--- src/sv/pcc_pkg.sv ---
// ----------------------------------------------------------------------------
// pcc_pkg: shared types, constants and functions for the packet crc checker
// holds the crc-32 byte update, header layout constants and the record
// that travels from the byte front end to the counting back end
// ----------------------------------------------------------------------------
package pcc_pkg;

  // counter width of the good and error totals
  localparam int COUNT_WIDTH = 48;
  // width of the total fields on the result channel
  localparam int TOTAL_WIDTH = 48;

  // crc-32 (reflected form)
  localparam logic [31:0] CRC_POLY = 32'hEDB88320;
  localparam logic [31:0] CRC_INIT = 32'hFFFFFFFF;

  // header capture
  localparam logic [3:0] HDR_BYTES = 4'd8;

  // record queue between front and back
  localparam int QUEUE_DEPTH = 4;
  localparam int QUEUE_AW    = $clog2(QUEUE_DEPTH);

  // one finished packet as seen by the front end
  typedef struct packed {
    logic        crc_ok;
    logic [47:0] frame_number;
    logic [7:0]  source_id;
    logic [7:0]  dest_id;
  } pkt_rec_t;

  // queue status toward the producer and consumer
  typedef struct packed {
    logic full;
    logic empty;
  } queue_status_t;

  // one byte through the reflected crc-32 register, one bit per step
  function automatic logic [31:0] crc_byte(input logic [31:0] crc_in,
                                           input logic [7:0]  data);
    logic [31:0] crc;
    crc = crc_in ^ {24'd0, data};
    for (int k = 0; k < 8; k++) begin
      crc = {1'b0, crc[31:1]} ^ (CRC_POLY & {32{crc[0]}});
    end
    return crc;
  endfunction

endpackage

--- src/sv/packet_crc32_checker_unit.sv ---
// ----------------------------------------------------------------------------
// packet_crc32_checker_unit: crc-32 packet checker with header capture
// path: crc folded combinationally per byte, record queue, then output register
// throughput: one byte per cycle while the queue has room, one result per cycle
// when taken; the 4-entry record queue lets the byte side run while results wait
// reset: synchronous active-low rst_n clears crc, header, queue and totals
// ----------------------------------------------------------------------------
module packet_crc32_checker_unit (
  input  logic         clk,
  input  logic         rst_n,
  input  logic         in_tvalid,
  output logic         in_tready,
  input  logic [7:0]   in_tdata,   // [7:0] data_byte
  input  logic         in_tlast,   // end_of_packet
  output logic         out_tvalid,
  input  logic         out_tready,
  output logic [159:0] out_tdata,  // [47:0] frame_number, [55:48] source_id,
                                   // [63:56] dest_id, [111:64] good_total,
                                   // [159:112] error_total
  output logic         out_tuser   // crc_ok
);

  pcc_pkg::queue_status_t q_status;
  pcc_pkg::pkt_rec_t      push_rec;
  pcc_pkg::pkt_rec_t      head_rec;
  logic                   push;
  logic                   pop;

  // byte front end
  pcc_front u_front (
    .clk       (clk),
    .rst_n     (rst_n),
    .in_tvalid (in_tvalid),
    .in_tready (in_tready),
    .in_tdata  (in_tdata),
    .in_tlast  (in_tlast),
    .q_status  (q_status),
    .push      (push),
    .push_rec  (push_rec)
  );

  // record queue
  pcc_queue u_queue (
    .clk      (clk),
    .rst_n    (rst_n),
    .push     (push),
    .push_rec (push_rec),
    .pop      (pop),
    .head_rec (head_rec),
    .status   (q_status)
  );

  // counting back end
  pcc_back u_back (
    .clk        (clk),
    .rst_n      (rst_n),
    .q_status   (q_status),
    .head_rec   (head_rec),
    .pop        (pop),
    .out_tvalid (out_tvalid),
    .out_tready (out_tready),
    .out_tdata  (out_tdata),
    .out_tuser  (out_tuser)
  );

endmodule

--- src/sv/pcc_front.sv ---
// ----------------------------------------------------------------------------
// pcc_front: byte front end of the packet crc checker
// runs the crc over each byte, captures the eight-byte big-endian header
// and pushes one record into the queue on the last byte of a packet
// ----------------------------------------------------------------------------
module pcc_front (
  input  logic                   clk,
  input  logic                   rst_n,
  input  logic                   in_tvalid,
  output logic                   in_tready,
  input  logic [7:0]             in_tdata,   // [7:0] data_byte
  input  logic                   in_tlast,   // end_of_packet
  input  pcc_pkg::queue_status_t q_status,
  output logic                   push,
  output pcc_pkg::pkt_rec_t      push_rec
);

  logic [31:0] crc_r, crc_nxt, crc_cur;
  logic [3:0]  pos_r, pos_nxt;
  logic [63:0] hdr_r, hdr_nxt, hdr_cur;
  logic        accept;

  // a byte may enter whenever the record queue is not full
  assign in_tready = ~q_status.full;
  assign accept    = in_tvalid & in_tready;
  assign push      = accept & in_tlast;

  // crc and header with the current byte folded in
  always_comb begin
    crc_cur = pcc_pkg::crc_byte(crc_r, in_tdata);
    hdr_cur = hdr_r;
    if (pos_r < pcc_pkg::HDR_BYTES) begin
      hdr_cur[{~pos_r[2:0], 3'b000} +: 8] = in_tdata;
    end
  end

  // record for the back end
  always_comb begin
    push_rec.crc_ok       = (crc_cur == 32'd0);
    push_rec.frame_number = hdr_cur[63:16];
    push_rec.source_id    = hdr_cur[15:8];
    push_rec.dest_id      = hdr_cur[7:0];
  end

  // packet state update
  always_comb begin
    crc_nxt = crc_r;
    pos_nxt = pos_r;
    hdr_nxt = hdr_r;
    if (accept) begin
      if (in_tlast) begin
        crc_nxt = pcc_pkg::CRC_INIT;
        pos_nxt = 4'd0;
        hdr_nxt = 64'd0;
      end else begin
        crc_nxt = crc_cur;
        hdr_nxt = hdr_cur;
        if (pos_r < pcc_pkg::HDR_BYTES) begin
          pos_nxt = pos_r + 4'd1;
        end
      end
    end
  end

  always_ff @(posedge clk) begin
    if (!rst_n) begin
      crc_r <= pcc_pkg::CRC_INIT;
      pos_r <= 4'd0;
      hdr_r <= 64'd0;
    end else begin
      crc_r <= crc_nxt;
      pos_r <= pos_nxt;
      hdr_r <= hdr_nxt;
    end
  end

endmodule

--- src/sv/pcc_queue.sv ---
// ----------------------------------------------------------------------------
// pcc_queue: short record queue between front and back end
// small register fifo with a fill count, head read without delay
// ----------------------------------------------------------------------------
module pcc_queue (
  input  logic                   clk,
  input  logic                   rst_n,
  input  logic                   push,
  input  pcc_pkg::pkt_rec_t      push_rec,
  input  logic                   pop,
  output pcc_pkg::pkt_rec_t      head_rec,
  output pcc_pkg::queue_status_t status
);

  pcc_pkg::pkt_rec_t                 entry_r [pcc_pkg::QUEUE_DEPTH];
  logic [pcc_pkg::QUEUE_AW-1:0]      wr_ptr_r, wr_ptr_nxt;
  logic [pcc_pkg::QUEUE_AW-1:0]      rd_ptr_r, rd_ptr_nxt;
  logic [pcc_pkg::QUEUE_AW:0]        cnt_r, cnt_nxt;
  logic                              do_push, do_pop;

  // status from the fill count
  assign status.full  = (cnt_r == (pcc_pkg::QUEUE_AW+1)'(pcc_pkg::QUEUE_DEPTH));
  assign status.empty = (cnt_r == '0);
  assign do_push      = push & ~status.full;
  assign do_pop       = pop & ~status.empty;
  assign head_rec     = entry_r[rd_ptr_r];

  // pointer and count update
  always_comb begin
    wr_ptr_nxt = do_push ? wr_ptr_r + 1'b1 : wr_ptr_r;
    rd_ptr_nxt = do_pop  ? rd_ptr_r + 1'b1 : rd_ptr_r;
    cnt_nxt    = cnt_r;
    if (do_push && !do_pop) begin
      cnt_nxt = cnt_r + 1'b1;
    end else if (do_pop && !do_push) begin
      cnt_nxt = cnt_r - 1'b1;
    end
  end

  always_ff @(posedge clk) begin
    if (!rst_n) begin
      wr_ptr_r <= '0;
      rd_ptr_r <= '0;
      cnt_r    <= '0;
    end else begin
      wr_ptr_r <= wr_ptr_nxt;
      rd_ptr_r <= rd_ptr_nxt;
      cnt_r    <= cnt_nxt;
    end
  end

  // entry storage
  always_ff @(posedge clk) begin
    if (do_push) begin
      entry_r[wr_ptr_r] <= push_rec;
    end
  end

endmodule

--- src/sv/pcc_back.sv ---
// ----------------------------------------------------------------------------
// pcc_back: counting back end of the packet crc checker
// pops packet records, bumps the saturating good and error totals and
// holds each result in an output register until it is taken
// ----------------------------------------------------------------------------
module pcc_back (
  input  logic                   clk,
  input  logic                   rst_n,
  input  pcc_pkg::queue_status_t q_status,
  input  pcc_pkg::pkt_rec_t      head_rec,
  output logic                   pop,
  output logic                   out_tvalid,
  input  logic                   out_tready,
  output logic [159:0]           out_tdata,  // frame_number, source_id, dest_id,
                                             // good_total, error_total
  output logic                   out_tuser   // crc_ok
);

  logic [pcc_pkg::COUNT_WIDTH-1:0] good_r, good_nxt;
  logic [pcc_pkg::COUNT_WIDTH-1:0] err_r, err_nxt;
  logic                            valid_r, valid_nxt;
  logic [159:0]                    data_r, data_nxt;
  logic                            ok_r, ok_nxt;

  // take a record when the output register is free or being drained
  assign pop = ~q_status.empty & (~valid_r | out_tready);

  // counters and result word
  always_comb begin
    good_nxt  = good_r;
    err_nxt   = err_r;
    valid_nxt = valid_r & ~out_tready;
    data_nxt  = data_r;
    ok_nxt    = ok_r;
    if (pop) begin
      if (head_rec.crc_ok) begin
        if (good_r != '1) good_nxt = good_r + 1'b1;
      end else begin
        if (err_r != '1) err_nxt = err_r + 1'b1;
      end
      valid_nxt = 1'b1;
      ok_nxt    = head_rec.crc_ok;
      data_nxt  = {pcc_pkg::TOTAL_WIDTH'(err_nxt),
                   pcc_pkg::TOTAL_WIDTH'(good_nxt),
                   head_rec.dest_id,
                   head_rec.source_id,
                   head_rec.frame_number};
    end
  end

  always_ff @(posedge clk) begin
    if (!rst_n) begin
      good_r  <= '0;
      err_r   <= '0;
      valid_r <= 1'b0;
    end else begin
      good_r  <= good_nxt;
      err_r   <= err_nxt;
      valid_r <= valid_nxt;
    end
  end

  // result payload
  always_ff @(posedge clk) begin
    data_r <= data_nxt;
    ok_r   <= ok_nxt;
  end

  assign out_tvalid = valid_r;
  assign out_tdata  = data_r;
  assign out_tuser  = ok_r;

endmodule

--- config.mk ---
export PLATFORM = sky130hd
export DESIGN_NAME = packet_crc32_checker_unit
export DESIGN_NICKNAME = d
export VERILOG_FILES = /design/src/sv/pcc_pkg.sv /design/src/sv/packet_crc32_checker_unit.sv /design/src/sv/pcc_front.sv /design/src/sv/pcc_queue.sv /design/src/sv/pcc_back.sv
export SDC_FILE = /design/constraint.sdc
export NUM_CORES = 1
export LEC_CHECK = 0
export BUFFER_PORTS_ARGS = -buffer_cell sky130_fd_sc_hd__clkbuf_2
export CORE_MARGIN = 2
export CORE_UTILIZATION = 35
export DETAILED_ROUTE_END_ITERATION = 16
export SLEW_MARGIN = 20
export SYNTH_ARGS = -nofsm -noshare
export SYNTH_HDL_FRONTEND = slang
export SYNTH_SLANG_ARGS = --single-unit
--- constraint.sdc ---
create_clock -name clk -period 6.5 [get_ports clk]
set_input_delay 0.325 -clock clk [delete_from_list [all_inputs] [get_ports clk]]
set_output_delay 0.325 -clock clk [all_outputs]
set_load 0.01 [all_outputs]
==> results by group <==
Status
  • Status: completed

Critical path
  • R2R Path End: u_back.err_r[47]$_SDFFE_PN0P_
  • Worst setup SP type: flip-flop
  • CP cell instances: mux4_2 -> or3_1 -> nor3_4 -> nand3_2 -> or3_1 -> a21oi_1
  • Buffers & Inverters on Critical Path: 0
  • Critical Path End Type: flip-flop
  • Req. time, crit path: between 7 and 8 ns
  • CP Class: reg -> reg
  • Flop2flop setup slack: about 3.2 ns
  • Critical path's most frequent cell: or3_1
  • Delay-heaviest family, CP: simple AND/OR/NAND/NOR gates
  • Slowest Stage Delay on Critical Path: 0.75 ns
  • WP data arrival: between 3 and 4 ns
  • Slowest cell on the critical path: mux4_2
  • Crit Path Max Fanout: 26
  • Reg2reg path depth: 6

Synth
  • Largest cells by area after synthesis: edfxtp_1 47%, dfxtp_1 15%, mux4_2 5.5%, xnor2_1 3.3%, xor2_1 3.1%
  • Post-synthesis cell count: around 2000
  • Synthesized cell area: approximately 27000 sq um
  • Top cells by count, synth: 421 x edfxtp_1, 206 x dfxtp_1, 191 x nor2_1
  • Synth warn: 0
  • Sequential area share after synthesis: a little over three fifths
  • Synth area leader: edfxtp_1
  • Number of synthesized register bits: approximately 630
  • Synth async-reset ratio: 0%
  • Most common cell in the netlist: edfxtp_1
  • Netlist cell types: 85
  • Syn Nets: just over 2000
  • Post-synth EDFFs: between 400 and 500
  • Syn avg cell area: 13.1 sq um
  • Main synth FF type: edfxtp_1
  • Top-area cell type share of the netlist area: 47.2%

GRT
  • First-pass GRT wire length: roughly 94 mm
  • Vias in the first global route: between 15000 and 20000
  • Total GRT Usage: around 15%
  • Grt ovf: 0
  • Largest net degree at the start of global routing: around 110
  • Initial antenna violation count: 8

Clocking
  • H-tree levels: 2
  • Skew-Pair Late Insertion Delay: 0.65 ns
  • Postcts setup bufs: 0
  • CTS buffer count: 61
  • PostCTS Resize Cnt: 0
  • TritonCTS clock tree: done
  • Clock Tree Root: clkbuf_16
  • Reg clk slew, reported paths: 0.06 ns
  • CTS Buffer Depth: 3
  • Clock Sinks: 627
  • Post-CTS Hold Buffers: 0

Route
  • Detailed Route WL: between 60 and 70 mm
  • Drt via density: approximately 5.2
  • WL/cell: roughly 19 um
  • Wl on met1: roughly 25 mm
  • Initial DRC count: 989
  • Residual DRC: 0
  • Post-route ant nets: 0
  • Top routing layer used: met5
  • Initial DRT Pass Iterations: 5
  • Met3 routed WL: 3.04 mm
  • Total number of vias: 16693
  • Met2 wire len: 31.0 mm

Floorplan
  • Die Y: 281 um
  • Core Area: roughly 76000 sq um
  • Starting Density: approximately a third
  • Num rows: slightly above 100
  • DIE AREA: 78700 sq um
  • DIE WIDTH: 281 um
  • # IOs: approximately 180

Hold path
  • Hold_sp: out_tready
  • WHS Endpoint: u_back.out_tvalid$_SDFF_PN0_
  • Worst Hold Path Cells: 3
  • Hold WC Path Type: in -> reg

STA
  • Worst Tran Pin Value: between 1 and 1.5 ns
  • RSZ-0062 raised after global routing: false
  • Slew HR: 28.5%
  • Clock skew: between 0.02 and 0.025 ns
  • TNS Setup: 0 ns
  • Crit share post-route: between 50% and 60%
  • Crit path time final: about 3.3 ns
  • Fmax: ~300 MHz
  • Final setup viols: 0
  • Final-report hold violation count: 0
  • Count of final max-slew check failures: 0

Cells and area
  • Ant diodes: 0
  • Fillers: approximately 7100
  • Layout cells sized above 1: 20.5%
  • Area delta synth->final: 14.9%
  • Final #Nets: 2200

Placed design
  • Gpl congestion: between 0.8 and 0.9
  • Post-DP HPWL: 39.3 mm
  • I/O Buffers: between 150 and 200

Power and ir drop
  • Total Power: 12.2 mW
  • PD cells: roughly 400 nW/um^2
  • Maximum VDD drop: 0.000341 V
  • Pleak: 10.8 nW

Flow run
  • Max_cap viols: 0
## registers in the layout (all words and copies together) (netlist names), named ones only
signal             count
u_queue.cnt_r          3
u_back.out_tuser       1
u_back.out_tdata     160
u_queue.entry_r      260
u_back.err_r          48
u_front.crc_r         32
u_queue.wr_ptr_r       2
u_front.pos_r          4
u_back.out_tvalid      1
u_back.good_r         48
u_front.hdr_r         64
u_queue.rd_ptr_r       2
## worst register-to-register path: stages, from the launching register on
cell and delay [ns]:
dfxtp_4 0.68, mux4_2 0.75, or3_1 0.76, nor3_4 0.29, nand3_2 0.27, or3_1 0.38
a21oi_1 0.14
## per-layer routing
layer	track usage [%]	vias up
met3	3.26	117
met2	27.0	377
met1	18.5	8319
met5	0	-
met4	4.36	16
li1	-	7864
## power breakdown
part / internal [mW] / switching, mW
combinational: 1.10 / 1.80
sequential: 5.13 / 0.295
clock: 2.33 / 1.56
## worst max path at each step
stage	to	slack, ns	cells after the start
after floorplan	u_back.err_r[32]$_SDFFE_PN0P_	1.90	6
after global placement	u_back.err_r[47]$_SDFFE_PN0P_	3.10	6
after detailed placement	u_back.err_r[47]$_SDFFE_PN0P_	3.09	6
after CTS	u_back.err_r[47]$_SDFFE_PN0P_	3.08	6
after global routing	u_back.err_r[47]$_SDFFE_PN0P_	2.89	6
final	u_back.err_r[47]$_SDFFE_PN0P_	3.17	6
## kinds of logic (layout without fill, tap and decap cells)
group | after synthesis | in the layout | share of synthesized area (%)
AO/OA/AOI/OAI | 269 | 269 | 6.74
AND/OR/NAND/NOR | 665 | 665 | 12.7
flip-flops | 627 | 627 | 62.6
multiplexers | 112 | 112 | 7.39
XOR/XNOR | 212 | 212 | 7.62
adder cells (fa/ha/maj) | 11 | 11 | 0.542
buffers and inverters | 146 | 333 | 2.37
## layout make-up
| class | instances | area [sq um] | area share, % |
|---|---|---|---|
| Clock buffer | 77 | 1690 | 5.49 |
| Sequential cell | 627 | 16800 | 54.5 |
| Inverter | 25 | 101 | 0.330 |
| Clock inverter | 39 | 568 | 1.85 |
| Tap cell | 978 | 1220 | 3.98 |
| Timing Repair Buffer | 192 | 1000 | 3.26 |
| Multi-Input combinational cell | 1269 | 9390 | 30.5 |
## metrics by stage
step | hold slack (ns) | instance area, sq um | instances | setup slack (ns) | utilization, %
after floorplan | 0.429 | 26800 | 2042 | 1.90 | -
after global placement | 0.436 | 28500 | 3090 | 3.10 | 37.6
after detailed placement | 0.453 | 28500 | 3090 | 3.09 | 37.6
after CTS | 0.0613 | 30700 | 3206 | 3.08 | 40.5
after global routing | 0.107 | 30700 | 3207 | 2.89 | 40.6
final | 0.107 | 30700 | 3207 | 3.17 | 40.6
## cell usage in the layout (no fill, tap or decap), types with 15 or more instances in the layout
cell type / synthesis / routed
a21oi_1: 45 / 45
a22oi_1: 50 / 50
a32oi_1: 15 / 15
and2_1: 16 / 16
and3_1: 22 / 18
buf_4: 3 / 17
clkbuf_16: 0 / 61
clkbuf_2: 2 / 175
dfxtp_1: 206 / 204
edfxtp_1: 421 / 421
inv_1: 24 / 23
mux2_2: 34 / 34
mux4_2: 65 / 65
nand2_1: 167 / 166
nand2b_1: 19 / 19
nand3_1: 60 / 60
nand4_1: 29 / 29
nor2_1: 191 / 189
nor3_1: 36 / 36
nor4_1: 20 / 20
o211ai_1: 38 / 38
o21ai_0: 51 / 49
o31ai_1: 23 / 23
or3_1: 29 / 29
xnor2_1: 102 / 102
xor2_1: 94 / 94
Power figures use the tool's default switching activity.
